--- src/design/dss_pkg.sv ---
package dss_pkg;

  localparam int unsigned CfgW     = 16;
  localparam int unsigned SinceW   = 17;
  localparam int unsigned ElapsedW = 10;
  localparam int unsigned SpeedW   = 3;
  localparam int unsigned MsgW     = 3;
  localparam int unsigned LostW    = 2;
  localparam int unsigned PhaseW   = 2;
  localparam int unsigned InDataW  = 16;
  localparam int unsigned InUserW  = 2;
  localparam int unsigned OutDataW = 16;
  localparam int unsigned CfgIdxW  = 2;

  localparam logic [SinceW-1:0] SinceMax = {SinceW{1'b1}};

  localparam logic [CfgW-1:0] PowerDelayRst = 16'd1000;
  localparam logic [CfgW-1:0] RunDelayRst   = 16'd1000;
  localparam logic [CfgW-1:0] SettleRst     = 16'd500;
  localparam logic [CfgW-1:0] TimeoutRst    = 16'd30000;

  typedef enum logic [1:0] {
    OP_TICK     = 2'd0,
    OP_START    = 2'd1,
    OP_STOP     = 2'd2,
    OP_SHUTDOWN = 2'd3
  } dss_op_t;

  typedef enum logic [CfgIdxW-1:0] {
    REG_POWER_DELAY = 2'd0,
    REG_RUN_DELAY   = 2'd1,
    REG_SETTLE      = 2'd2,
    REG_TIMEOUT     = 2'd3
  } dss_reg_t;

  typedef enum logic [MsgW-1:0] {
    MSG_NONE      = 3'd0,
    MSG_INTERLOCK = 3'd1,
    MSG_NO_SPEED  = 3'd2,
    MSG_RUNNING   = 3'd3,
    MSG_STOPPED   = 3'd4,
    MSG_LOST      = 3'd5,
    MSG_TIMEOUT   = 3'd6,
    MSG_CLEARED   = 3'd7
  } dss_msg_t;

  typedef enum logic [LostW-1:0] {
    LOST_NONE    = 2'd0,
    LOST_CONTROL = 2'd1,
    LOST_READY   = 2'd2,
    LOST_RUNNING = 2'd3
  } dss_lost_t;

  // phase code as reported on the result
  localparam logic [PhaseW-1:0] PH_CODE_IDLE    = 2'd0;
  localparam logic [PhaseW-1:0] PH_CODE_POWER   = 2'd1;
  localparam logic [PhaseW-1:0] PH_CODE_RUN     = 2'd2;
  localparam logic [PhaseW-1:0] PH_CODE_MONITOR = 2'd3;

  typedef enum logic [3:0] {
    PH_IDLE    = 4'b0001,
    PH_POWER   = 4'b0010,
    PH_RUN     = 4'b0100,
    PH_MONITOR = 4'b1000
  } dss_phase_t;

  typedef struct packed {
    logic [CfgW-1:0] power_delay_ms;
    logic [CfgW-1:0] run_delay_ms;
    logic [CfgW-1:0] settle_ms;
    logic [CfgW-1:0] run_timeout_ms;
  } dss_cfg_t;

  typedef struct packed {
    dss_op_t             opcode;
    logic [ElapsedW-1:0] elapsed_ms;
    logic                control_ok;
    logic                converter_ready;
    logic                converter_running;
    logic [SpeedW-1:0]   speed_select;
  } dss_in_t;

  typedef struct packed {
    dss_phase_t        phase;
    logic [SinceW-1:0] since_ms;
    logic              power_level;
    logic              run_level;
    logic [SpeedW-1:0] speed_level;
  } dss_state_t;

  typedef struct packed {
    logic              power_on;
    logic              run_forward;
    logic [SpeedW-1:0] speed_code;
    dss_msg_t          message;
    dss_lost_t         lost_signal;
    logic [PhaseW-1:0] phase_now;
  } dss_out_t;

endpackage

--- src/design/dss_cfg_regs.sv ---
module dss_cfg_regs (
  input  logic                          clk,
  input  logic                          rst_n,
  input  logic                          cfg_wr_en,
  input  logic [dss_pkg::CfgIdxW-1:0]   cfg_index,
  input  logic [dss_pkg::CfgW-1:0]      cfg_wdata,
  output dss_pkg::dss_cfg_t             cfg
);
  import dss_pkg::*;

  dss_cfg_t cfg_r;
  dss_cfg_t cfg_nxt;

  always_comb begin
    cfg_nxt = cfg_r;
    if (cfg_wr_en) begin
      unique case (dss_reg_t'(cfg_index))
        REG_POWER_DELAY: cfg_nxt.power_delay_ms = cfg_wdata;
        REG_RUN_DELAY:   cfg_nxt.run_delay_ms   = cfg_wdata;
        REG_SETTLE:      cfg_nxt.settle_ms      = cfg_wdata;
        REG_TIMEOUT:     cfg_nxt.run_timeout_ms = cfg_wdata;
      endcase
    end
  end

  always_ff @(posedge clk) begin
    if (!rst_n) begin
      cfg_r.power_delay_ms <= PowerDelayRst;
      cfg_r.run_delay_ms   <= RunDelayRst;
      cfg_r.settle_ms      <= SettleRst;
      cfg_r.run_timeout_ms <= TimeoutRst;
    end else begin
      cfg_r <= cfg_nxt;
    end
  end

  assign cfg = cfg_r;

endmodule

--- src/design/dss_step.sv ---
module dss_step (
  input  dss_pkg::dss_in_t    item,
  input  dss_pkg::dss_state_t st,
  input  dss_pkg::dss_cfg_t   cfg,
  output dss_pkg::dss_state_t st_nxt,
  output dss_pkg::dss_out_t   res
);
  import dss_pkg::*;

  logic [SinceW:0]   since_sum;
  logic [SinceW-1:0] since_sat;
  logic [SinceW-1:0] run_limit;
  logic              all_ok;
  dss_msg_t          msg;
  dss_lost_t         lost;
  logic [PhaseW-1:0] phase_code;

  assign since_sum = {1'b0, st.since_ms} + {{(SinceW + 1 - ElapsedW){1'b0}}, item.elapsed_ms};
  assign since_sat = since_sum[SinceW] ? SinceMax : since_sum[SinceW-1:0];
  // settle plus timeout, both counted from run on
  assign run_limit = {1'b0, cfg.settle_ms} + {1'b0, cfg.run_timeout_ms};
  assign all_ok    = item.control_ok && item.converter_ready && item.converter_running;

  always_comb begin
    st_nxt          = st;
    st_nxt.since_ms = since_sat;
    msg             = MSG_NONE;
    lost            = LOST_NONE;

    priority if (item.opcode == OP_START) begin
      priority if (!all_ok) begin
        msg          = MSG_INTERLOCK;
        st_nxt.phase = PH_IDLE;
      end else if (item.speed_select == '0) begin
        msg          = MSG_NO_SPEED;
        st_nxt.phase = PH_IDLE;
      end else begin
        st_nxt.speed_level = st.speed_level | item.speed_select;
        st_nxt.since_ms    = '0;
        st_nxt.phase       = PH_POWER;
        msg                = MSG_CLEARED;
      end
    end else if (item.opcode == OP_STOP || item.opcode == OP_SHUTDOWN) begin
      st_nxt.run_level   = 1'b0;
      st_nxt.speed_level = '0;
      st_nxt.phase       = PH_IDLE;
      msg                = (item.opcode == OP_STOP) ? MSG_STOPPED : MSG_NONE;
    end else begin
      unique case (st.phase)
        PH_IDLE: ;
        PH_POWER: begin
          if (since_sat > {1'b0, cfg.power_delay_ms}) begin
            st_nxt.power_level = 1'b1;
            st_nxt.since_ms    = '0;
            st_nxt.phase       = PH_RUN;
          end
        end
        PH_RUN: begin
          if (since_sat > {1'b0, cfg.run_delay_ms}) begin
            st_nxt.run_level = 1'b1;
            st_nxt.since_ms  = '0;
            st_nxt.phase     = PH_MONITOR;
            msg              = MSG_RUNNING;
          end
        end
        PH_MONITOR: begin
          if (since_sat > {1'b0, cfg.settle_ms}) begin
            priority if (!item.control_ok)      lost = LOST_CONTROL;
            else if (!item.converter_ready)     lost = LOST_READY;
            else if (!item.converter_running)   lost = LOST_RUNNING;
            else                                lost = LOST_NONE;
          end
          // a lost interlock wins over the timeout
          priority if (lost != LOST_NONE) begin
            st_nxt.power_level = 1'b0;
            st_nxt.run_level   = 1'b0;
            st_nxt.speed_level = '0;
            st_nxt.phase       = PH_IDLE;
            msg                = MSG_LOST;
          end else if (since_sat > run_limit) begin
            st_nxt.run_level   = 1'b0;
            st_nxt.speed_level = '0;
            st_nxt.phase       = PH_IDLE;
            msg                = MSG_TIMEOUT;
          end else begin
            msg = MSG_NONE;
          end
        end
        default: ;
      endcase
    end
  end

  always_comb begin
    unique case (st_nxt.phase)
      PH_IDLE:    phase_code = PH_CODE_IDLE;
      PH_POWER:   phase_code = PH_CODE_POWER;
      PH_RUN:     phase_code = PH_CODE_RUN;
      PH_MONITOR: phase_code = PH_CODE_MONITOR;
      default:    phase_code = PH_CODE_IDLE;
    endcase
  end

  assign res.power_on    = st_nxt.power_level;
  assign res.run_forward = st_nxt.run_level;
  assign res.speed_code  = st_nxt.speed_level;
  assign res.message     = msg;
  assign res.lost_signal = lost;
  assign res.phase_now   = phase_code;

endmodule

--- src/design/drive_start_sequencer.sv ---
// An accepted transaction enters the input register, then its result enters the
// result register that drives out_tvalid. Throughput: one transaction per cycle
// while out_tready holds high; the input register and the result register each
// take a new item whenever the result register is free or drained.
// Reset (rst_n low, synchronous): idle phase, elapsed counter and output levels
// cleared, delay registers back to 1000/1000/500/30000 ms, both stages empty.
module drive_start_sequencer (
  input  logic                           clk,
  input  logic                           rst_n,
  input  logic                           in_tvalid,
  output logic                           in_tready,
  // [9:0] elapsed_ms, [10] control_ok, [11] converter_ready,
  // [12] converter_running, [15:13] speed_select
  input  logic [dss_pkg::InDataW-1:0]    in_tdata,
  // [1:0] opcode
  input  logic [dss_pkg::InUserW-1:0]    in_tuser,
  output logic                           out_tvalid,
  input  logic                           out_tready,
  // [0] power_on, [1] run_forward, [4:2] speed_code, [7:5] message,
  // [9:8] lost_signal, [11:10] phase_now, [15:12] zero
  output logic [dss_pkg::OutDataW-1:0]   out_tdata,
  input  logic                           cfg_wr_en,
  input  logic [dss_pkg::CfgIdxW-1:0]    cfg_index,
  input  logic [dss_pkg::CfgW-1:0]       cfg_wdata
);
  import dss_pkg::*;

  dss_cfg_t   cfg;
  dss_in_t    in_item;
  dss_in_t    item_r;
  logic       item_valid_r;
  dss_state_t st_r;
  dss_state_t st_nxt;
  dss_out_t   res;
  dss_out_t   res_r;
  logic       out_valid_r;
  logic       advance;

  dss_cfg_regs u_cfg (
    .clk       (clk),
    .rst_n     (rst_n),
    .cfg_wr_en (cfg_wr_en),
    .cfg_index (cfg_index),
    .cfg_wdata (cfg_wdata),
    .cfg       (cfg)
  );

  assign in_item.opcode            = dss_op_t'(in_tuser);
  assign in_item.elapsed_ms        = in_tdata[9:0];
  assign in_item.control_ok        = in_tdata[10];
  assign in_item.converter_ready   = in_tdata[11];
  assign in_item.converter_running = in_tdata[12];
  assign in_item.speed_select      = in_tdata[15:13];

  assign advance   = !out_valid_r || out_tready;
  assign in_tready = !item_valid_r || advance;

  always_ff @(posedge clk) begin
    if (!rst_n) begin
      item_valid_r <= 1'b0;
    end else if (in_tready) begin
      item_valid_r <= in_tvalid;
    end
  end

  always_ff @(posedge clk) begin
    if (in_tready && in_tvalid) begin
      item_r <= in_item;
    end
  end

  dss_step u_step (
    .item   (item_r),
    .st     (st_r),
    .cfg    (cfg),
    .st_nxt (st_nxt),
    .res    (res)
  );

  // state moves exactly once per item, when it enters the result register
  always_ff @(posedge clk) begin
    if (!rst_n) begin
      st_r.phase       <= PH_IDLE;
      st_r.since_ms    <= '0;
      st_r.power_level <= 1'b0;
      st_r.run_level   <= 1'b0;
      st_r.speed_level <= '0;
      out_valid_r      <= 1'b0;
    end else if (advance) begin
      out_valid_r <= item_valid_r;
      if (item_valid_r) begin
        st_r <= st_nxt;
      end
    end
  end

  always_ff @(posedge clk) begin
    if (advance && item_valid_r) begin
      res_r <= res;
    end
  end

  assign out_tvalid = out_valid_r;
  assign out_tdata  = {4'b0000, res_r.phase_now, res_r.lost_signal, res_r.message,
                       res_r.speed_code, res_r.run_forward, res_r.power_on};

endmodule

--- config.mk ---
export PLATFORM = sky130hd
export DESIGN_NAME = drive_start_sequencer
export DESIGN_NICKNAME = d
export VERILOG_FILES = /design/src/design/dss_pkg.sv /design/src/design/dss_cfg_regs.sv /design/src/design/dss_step.sv /design/src/design/drive_start_sequencer.sv
export SDC_FILE = /design/constraint.sdc
export NUM_CORES = 1
export LEC_CHECK = 0
export ABC_AREA = 0
export BUFFER_PORTS_ARGS = -buffer_cell sky130_fd_sc_hd__clkbuf_2
export CAP_MARGIN = 20
export CORE_MARGIN = 5
export CORE_UTILIZATION = 40
export CTS_BUF_LIST = sky130_fd_sc_hd__clkbuf_8
export CTS_CLUSTER_DIAMETER = 60
export DETAILED_ROUTE_END_ITERATION = 10
export PLACE_DENSITY = 0.61
export SYNTH_ARGS = -nofsm -noshare
export SYNTH_HDL_FRONTEND = slang
export SYNTH_SLANG_ARGS = --single-unit
export TNS_END_PERCENT = 50
--- constraint.sdc ---
create_clock -name clk -period 11.65 [get_ports clk]
set_clock_uncertainty 0.15 [all_clocks]
set_input_delay 0.5825 -clock clk [delete_from_list [all_inputs] [get_ports clk]]
set_output_delay 0.5825 -clock clk [all_outputs]
set_load 0.02 [all_outputs]
# Word-level counts from Yosys, hierarchy flattened
# Cells that the tools add are included.
# word_totals
regBits,122
latch_bits,0
ramBits,0
romBits,0
inputBits,41
out_inout_bits,18
elab_cells,104
memories,0
# op_classes
n_addsub,2
mul,0
n_div,0
order_cmp,4
n_eq_ne,12
shift,0
n_mux,43
n_bitwise,2
n_reduce_logical,18
# ops
cell,count
greater-than comparator 17 x 16 -> 1 bit,3
two-way mux 17 bit,3
two-way mux 21 bit,2
case mux 17 bit (2 select lines),1
two-way mux 3 bit,11
two-way mux 4 bit,6
two-way mux 2 bit,11
two-way mux 22 bit,1
adder 17 x 10 -> 18 bit,1
two-way mux 18 bit,1
adder 16 x 16 -> 17 bit,1
greater-than comparator 17 bit,1
case mux 4 bit (3 select lines),1
AND reduction 2 bit,5
== test 2 bit (second input constant),4
== test 4 x 2 -> 1 bit (second input constant),2
== test 4 x 3 -> 1 bit (second input constant),2
== test 4 bit (second input constant),2
case mux 2 bit (3 select lines),1
case mux 3 bit (2 select lines),1
== test 2 x 1 -> 1 bit (second input constant),2
logical AND 1 bit,4
case mux 1 bit (2 select lines),2
zero test 3 bit,1
other kinds (8),12

# Depth between registers and ports, before layout
# Gate-level depths: netlist of the first run.
# logic_depth
depth_word,14
ltp_mapped,22
depth_no_buf,22

# Cells and area by module
# A second synthesis of the first run with hierarchy kept.
# hier_totals
hier_cells,909
hier_area_um2,8300.5
# modules_own_cells
module,instances,cells_each,area_per_inst_um2,seq_area_each_um2
dss_step,1,505,3673.5,0.0
dss_cfg_regs,1,246,2531.2,1281.2
drive_start_sequencer,1,158,2095.8,1461.4

# Worst setup path before layout of the first run
# Ideal clock, no wire load.
# synth_timing
path_kind,register to register
startpoint,register item_r[12] (netlist bit)
endpoint,"register res_r (netlist bit out_tdata[10]), data pin"
setup_time_ns,0.151
arrival_ns,4.445
required_time_ns,11.349
setup_slack_ns,6.903
stages_incl_launch_ff,19
path_buffers,1
synth_period_minus_slack_ns,4.747
path_cell_list,edfxtp_1 ha_1 a21o_1 or3_1 o221ai_1 nand2_1 nand2_1 clkbuf_1 o21ai_0 ha_1 and4_1 nand3_1 or3_1 o311ai_1 and4_1 o21ai_2 nand3_4 or4b_4 a31oi_2
# synth_lines
element,line,source
"start, declared",drive_start_sequencer.sv:30,dss_in_t item_r;
"start signal, assigned",drive_start_sequencer.sv:68,item_r <= in_item;
"end signal, assigned",drive_start_sequencer.sv:99,res_r <= res;
"end, declared",drive_start_sequencer.sv:35,dss_out_t res_r;

# Final worst setup path of the first run
# layout_timing
startpoint,register item_r[6] (netlist bit)
endpoint,register st_r[6] (netlist bit)
# layout_between
elab_chain_cells,7
elab_cells_between_ends,11
cone_classes,1 x add/sub; 2 x order compare; 8 x mux
# layout_lines
element,line,source
adder 17 x 10 -> 18 bit (*),dss_step.sv:18,"assign since_sum = {1'b0, st.since_ms} + {{(SinceW + 1 - ElapsedW){1'b0}}, item.elapsed_ms};"
two-way mux 17 bit (*),dss_step.sv:19,assign since_sat = since_sum[SinceW] ? SinceMax : since_sum[SinceW-1:0];
greater-than comparator 17 x 16 -> 1 bit (on tied branches),"dss_step.sv:59, dss_step.sv:52",
two-way mux 21 bit / two-way mux 22 bit (equally long branches),"dss_step.sv:59, dss_step.sv:52",
case mux 17 bit (2 select lines),dss_step.sv:49,unique case (st.phase)
two-way mux 18 bit,dss_step.sv:43,end else if (item.opcode == OP_STOP || item.opcode == OP_SHUTDOWN) begin
two-way mux 21 bit (*),dss_step.sv:30,priority if (item.opcode == OP_START) begin
"end signal, assigned",drive_start_sequencer.sv:92,st_r <= st_nxt;
"end, declared",drive_start_sequencer.sv:32,dss_state_t st_r;
# Every way passes the cells marked *; elsewhere a longest branch is shown, timed or not.
# A chain may end at the register's enable or synchronous reset.

==> results of run 1 <==
per-layer routing:
layer / vias to the layer above / routed length, um
met3: 22 / 856
li1: 3341 / -
met1: 3086 / 10200
met5: - / 0
met4: 0 / 295
met2: 119 / 9530
state kept, by name, summed over array words and instances (netlist names):
| register | cells |
|---|---|
| item_r | 18 |
| item_valid_r | 1 |
| out_tdata | 12 |
| out_tvalid | 1 |
| st_r | 26 |
| u_cfg.cfg | 64 |
through the flow:
step           instance area [um^2]  power, W
4_1_cts                        8750   0.00112
2_1_floorplan                  7840  0.000631
3_5_place_dp                   8320  0.000699
3_3_place_gp                   8320  0.000697
6_report                       8750   0.00111
5_1_grt                        8750   0.00118
worst max-delay path, cell delays in order, from the launching register on:
cell and delay, ps:
edfxtp_1 380, ha_1 240, fa_1 470, a211oi_2 290
o21ai_1 130, a311o_1 460, and3_1 210, o21ai_0 720
ha_1 260, nand4_1 100, or2_2 330, o311ai_0 650
a21oi_2 180, o21bai_2 250, a211oi_4 660, a22o_1 210
and2_1 110
cell type report:
cell class                 instances  area share
clock buffer                      19      0.0299
clock inverter                    13      0.0200
inverter                          61      0.0262
multi-input combinational        693       0.539
sequential                       122       0.313
tap                              265      0.0379
timing repair buffer              57      0.0335
kinds of logic after synthesis:
group | count (synthesis) | synth area share
other cells | 1 | 0.000479
buf+inv | 98 | 0.0496
mux | 2 | 0.00272
flops | 122 | 0.350
simple gates | 327 | 0.202
xor+xnor | 24 | 0.0269
compound gates | 246 | 0.223
fa+ha+maj | 90 | 0.146
power by group:
group	internal, W	switching, W
clock network	0.000242	0.000179
registers	0.000452	0.0000116
logic	0.0000879	0.000140
total	0.000782	0.000331
synthesized netlist by cell type (3+ instances only):
| cell type | n |
|---|---|
| a211oi_1 | 7 |
| a21boi_1 | 4 |
| a31oi_1 | 6 |
| o31ai_1 | 3 |
| nand3b_1 | 4 |
| o211ai_1 | 20 |
| and4_1 | 3 |
| o21a_1 | 10 |
| inv_1 | 60 |
| o21ai_0 | 31 |
| nand4_1 | 14 |
| dfxtp_1 | 92 |
| and2_1 | 18 |
| or2_2 | 4 |
| ha_1 | 87 |
| a21oi_1 | 39 |
| buf_4 | 5 |
| and3_1 | 10 |
| o22ai_1 | 3 |
| nor3_1 | 14 |
| or4_1 | 5 |
| xor2_1 | 12 |
| nor2_1 | 30 |
| or3_1 | 7 |
| a21boi_0 | 41 |
| a21o_1 | 25 |
| o21ai_1 | 8 |
| o221ai_1 | 4 |
| edfxtp_1 | 30 |
| xnor2_1 | 12 |
| nand2b_1 | 8 |
| clkbuf_1 | 30 |
| nor2b_1 | 10 |
| nand2_1 | 160 |
| nand3_1 | 25 |
| a22o_1 | 11 |
| nor3b_1 | 4 |
worst max-delay path by stage:
stage | startpoint | endpoint | slack [ps] | cells past startpoint
2_1_floorplan | item_r[12] | out_tdata[10] | 6900 | 18
3_3_place_gp | item_r[12] | out_tdata[3] | 5950 | 17
3_5_place_dp | item_r[6] | st_r[6] | 5800 | 16
4_1_cts | item_r[6] | st_r[14] | 5800 | 16
5_1_grt | item_r[12] | out_tdata[1] | 5340 | 17
6_report | item_r[6] | st_r[6] | 5770 | 16
==> results by group, run 1 <==
Critical path
  – Crit path max fanout: 15
  – R2r endpoint: st_r[6]
  – CP Capture Type: flop
  – R2r startpoint: item_r[6]
  – Critical Path AT: 6110 ps
  – Critical Path RT: 11890 ps
  – Setup Crit Path Kind: reg -> reg
  – R2R cell count: 16
  – FF-to-FF setup slack: 5770 ps
  – Startpoint Class: flop

Placement
  – Gpl congestion: 0.882
  – Inst Count DP: 1198
  – Setup WS pre-CTS: 5800 ps
  – Buffers on Ports: 54
  – DP HPWL: 15700 um

Global routing
  – Global-route wire length before repair: 34200 um
  – Maximum number of pins on one net before global-route repair: 95
  – GR met2 Demand/Resource: 0.312
  – Overall routing resource usage: 0.193
  – Grt met3 use: 0.0397
  – Grt peak-use layer: met2
  – Antenna violations before repair: 0
  – GR Overflow Total: 0
  – Global routing met1 resource utilization: 0.263
  – Number of global-route vias before repair: 6482

Yosys
  – Seq/Total Area, Yosys: 0.350
  – Synth Cell Area: 7830 um^2
  – Async set-reset flop share out of synthesis: 0
  – EDFF count, synth: 30
  – Yosys top cell by area: dfxtp_1
  – Top cells by area, synth: dfxtp_1 24%, ha_1 14%, edfxtp_1 12%, nand2_1 7.7%, a21boi_0 3.9%
  – Flops & latches, synth: 122
  – Avg Inst Size Synth: 8.60 um^2
  – Main flop type after synthesis: dfxtp_1
  – Syn Inst Count: 910
  – Yosys synthesis warning count: 0
  – Top cell type's share of synthesized area: 0.235
  – Count of cell types in the netlist: 81

Finish
  – Storage element area: 2740 um^2
  – FILL cells: 1974
  – Post-route non-filler standard cell count: 1230
  – Fraction of layout cells with a size suffix above 1: 0.115
  – Commonest non-fill, non-tap cells in the layout: 160 x nand2_1, 92 x dfxtp_1, 87 x ha_1
  – Commonest non-fill, non-tap cell in the layout: nand2_1
  – Area occupied by multi-input gates: 4720 um^2
  – Diodes inserted: 0
  – Area Overhead vs Synth: 11.8%
  – Util after Layout: 0.453
  – Layout Nets: 1082

Power
  – PD cells: 127 nW/um^2
  – Leak pwr: 3.71 nW
  – Max IR drop VDD: 68.9 uV

Die
  – Initial Utilization: 0.405
  – Placeable Area: 19300 um^2
  – Die width: 150 um
  – # rows: 51
  – Chip height: 150 um
  – DIE AREA: 22500 um^2
  – Top-Level Pins: 59

CTS
  – Clk_lat worst skew: 450 ps
  – Clk root buf: clkbuf_8
  – Sink Count: 122
  – CTS clk-pin slew, worst paths: 80 ps
  – Max Buffers Root-to-Sink: 2
  – Quantity of hold-fixing buffers added after cts: 0
  – CTS tree: yes
  – CTS buffer count: 17
  – Post-CTS Resized: 0
  – H-tree Lvls: 4
  – Postcts setup bufs: 0

Detailed routing
  – Vias per Instance: 5.34
  – WL per Instance: 17.0 um
  – Vias: 6568
  – Drt first-iter violations: 415
  – Drt pass-1 iters: 6
  – Routed Antenna Nets: 0
  – Drt drc: 0
  – Total routed wirelength: 20900 um

Outcome
  – Outcome: complete, no violations

Timing
  – Final period util: 0.505
  – Max-slew violation count: 0
  – Setup slack after layout: 5770 ps
  – Slew @ Worst Pin: 1090 ps
  – Minimum clock period: 5880 ps
  – Maximum clock frequency: 0.170 GHz
  – RSZ-0062 raised after global routing: false
  – Final setup fails: 0
  – Setup TNS: 0 ps
  – Fin. Hold Viols: 0
  – Slew headroom: 0.268
  – Hold slack: 153 ps

Hold path
  – Hold Path Sink: item_r[4]
  – Hold Crit Start: in_tdata[11]
  – Hold Crit Class: in -> reg
  – Cell depth of the worst hold path: 1

Job
  – Max-Cap Viols: 0
No activity file was read; power rests on OpenSTA's default activity.
==> run 2, diff against run 1 <==
ABC_AREA = 1   (was 0)
clock period = 6.06 ns   (was 11.65 ns; I/O delays follow)
==> run 2 against run 1 <==
Net effect:
- utilization increased by 1.6 points
- global-route usage decreased by 0.70 points
- first-iteration DRC count decreased by 14%
- critical path depth increased by 9
- total power increased by 93%
- count of clock-buffer cells in the layout decreased by 2
- cell count increased by 7.2%
- wire length decreased by 5.7%
- die area decreased by 3.4%
- sequential power increased by 94%
- critical endpoint is now st_r[5]
- largest cell class unchanged
- largest power group unchanged
==> results by group, run 2 <==
Global routing
  – Overall routing resource usage: 0.186
  – Global-route wire length before repair: 32400 um
  – GR Overflow Total: 0
  – Maximum number of pins on one net before global-route repair: 69
  – Antenna violations before repair: 0
  – Number of global-route vias before repair: 6382

Yosys
  – Main flop type after synthesis: dfxtp_1
  – Flops & latches, synth: 122
  – Yosys synthesis warning count: 0
  – EDFF count, synth: 30
  – Top cells by area, synth: dfxtp_1 24%, ha_1 14%, edfxtp_1 12%, nand2_1 9.2%, a21oi_1 6.8%
  – Seq/Total Area, Yosys: 0.364
  – Async set-reset flop share out of synthesis: 0
  – Avg Inst Size Synth: 7.63 um^2
  – Yosys top cell by area: dfxtp_1
  – Most common cell in the netlist: nand2_1
  – Count of cell types in the netlist: 42
  – Synth Cell Area: 7540 um^2
  – Top cell type's share of synthesized area: 0.244
  – Syn Inst Count: 988
  – Most common library cells after synthesis: 185 x nand2_1, 132 x inv_1, 102 x a21oi_1, 92 x dfxtp_1, 87 x ha_1

Finish
  – Commonest non-fill, non-tap cells in the layout: 185 x nand2_1, 132 x inv_1, 102 x a21oi_1
  – Util after Layout: 0.468
  – Max reg flops: 64
  – Area occupied by multi-input gates: 4170 um^2
  – Diodes inserted: 0
  – Commonest non-fill, non-tap cell in the layout: nand2_1
  – Layout Nets: 1201
  – Area Overhead vs Synth: 15.8%
  – Fraction of layout cells with a size suffix above 1: 0.107
  – Storage element area: 2740 um^2
  – FILL cells: 1852

Timing
  – Minimum clock period: 5090 ps
  – Final period util: 0.839
  – RSZ-0062 raised after global routing: false
  – Slew @ Worst Pin: 1030 ps
  – Setup TNS: 0 ps
  – Final setup fails: 0
  – Slew headroom: 0.314
  – Fin. Hold Viols: 0
  – Maximum clock frequency: 0.197 GHz
  – Max-slew violation count: 0

Critical path
  – Setup Crit Path Kind: reg -> reg
  – Critical Path RT: 6230 ps
  – Crit path buf inv count: 2
  – FF-to-FF setup slack: 970 ps
  – CP Capture Type: flop
  – Critical path's slowest cell: ha_1
  – Crit path max fanout: 17
  – Slowest stage delay, CP: 420 ps
  – Startpoint Class: flop
  – Critical Path AT: 5260 ps
  – Family with the most delay on the worst path: simple AND/OR/NAND/NOR gates
  – CP dominant cell by count: nand2_1

Die
  – Placeable Area: 18600 um^2
  – Chip height: 147 um
  – Initial Utilization: 0.404
  – # rows: 50
  – Die width: 147 um
  – DIE AREA: 21700 um^2
  – Top-Level Pins: 59

Placement
  – Gpl congestion: 0.877
  – Buffers on Ports: 54
  – DP HPWL: 14600 um

CTS
  – Sink Count: 122
  – Max Buffers Root-to-Sink: 2
  – CTS clk-pin slew, worst paths: 80 ps
  – Postcts setup bufs: 0
  – CTS tree: yes
  – H-tree Lvls: 4
  – CTS buffer count: 17
  – Clk root buf: clkbuf_8
  – Post-CTS Resized: 0
  – Quantity of hold-fixing buffers added after cts: 32
  – Clk_lat worst skew: 450 ps

Outcome
  – Outcome: complete, no violations

Power
  – Leak pwr: 4.18 nW
  – Max IR drop VDD: 170 uV
  – PD cells: 246 nW/um^2
  – Pwr Total: 0.00215 W

Detailed routing
  – WL per Instance: 14.9 um
  – Met1 wire length: 9190 um
  – WL met3: 815 um
  – Drt first-iter violations: 358
  – Metal2 WL: 9350 um
  – Drt pass-1 iters: 5
  – Drt drc: 0
  – Top Layer Used: met4
  – Routed Antenna Nets: 0
  – Total routed wirelength: 19700 um
  – Vias: 6683
  – Vias per Instance: 5.07

Hold path
  – Hold Crit Class: in -> reg

Job
  – Max-Cap Viols: 0
run 2: worst paths after layout:
check	cells past startpoint	startpoint	to
worst max-delay path	25	item_r[8]	st_r[5]
worst min-delay path	3	cfg_wdata[4]	u_cfg.cfg[4]
worst max register to register	25	item_r[8]	st_r[5]
worst min register to register	2	u_cfg.cfg[61]	u_cfg.cfg[61]
run 2: through the flow:
| step | setup WS [ps] | cell area [um^2] | hold slack [ps] | std cells |
|---|---|---|---|---|
| final | 974 | 8730 | 24.4 | 1318 |
| after global routing | 507 | 8730 | 3.27 | 1318 |
| after CTS | 1010 | 8730 | 5.09 | 1318 |
| after detailed placement | 1030 | 8010 | 302 | 1254 |
| after global placement | 1120 | 8010 | 304 | 1254 |
| after floorplan | 2000 | 7550 | 252 | 991 |
run 2: logic make-up (layout without fill, tap and decap cells):
logic type / after synthesis / after routing / share of synthesized area
AND/OR/NAND/NOR: 380 / 380 / 0.223
AO/OA/AOI/OAI: 211 / 211 / 0.154
buffers and inverters: 165 / 258 / 0.0853
flip-flops: 122 / 122 / 0.364
adder cells (fa/ha/maj): 89 / 89 / 0.150
XOR/XNOR: 20 / 20 / 0.0232
other: 1 / 4 / 0.000497
run 2: where the power goes:
group | switching, W | internal (W)
clock | 0.000378 | 0.000372
combinational | 0.000315 | 0.000183
sequential | 0.0000220 | 0.000877
run 2: routing by layer:
metal | GRT usage | up-vias
met3 | 0.0389 | 30
met4 | 0.0536 | 0
met1 | 0.234 | 3018
li1 | - | 3499
met2 | 0.321 | 136
met5 | 0 | -
run 2: layout make-up:
type | count | share of cell area
tap | 234 | 0.0335
sequential | 122 | 0.314
clock buffer | 17 | 0.0268
timing repair buffer | 90 | 0.0711
clock inverter | 15 | 0.0188
inverter | 136 | 0.0585
multi-input combinational | 704 | 0.477
run 2: tightest hold or removal path, stage by stage:
cell	delay (ps)
clkbuf_2	150
nand2_1	70
nand3_1	70
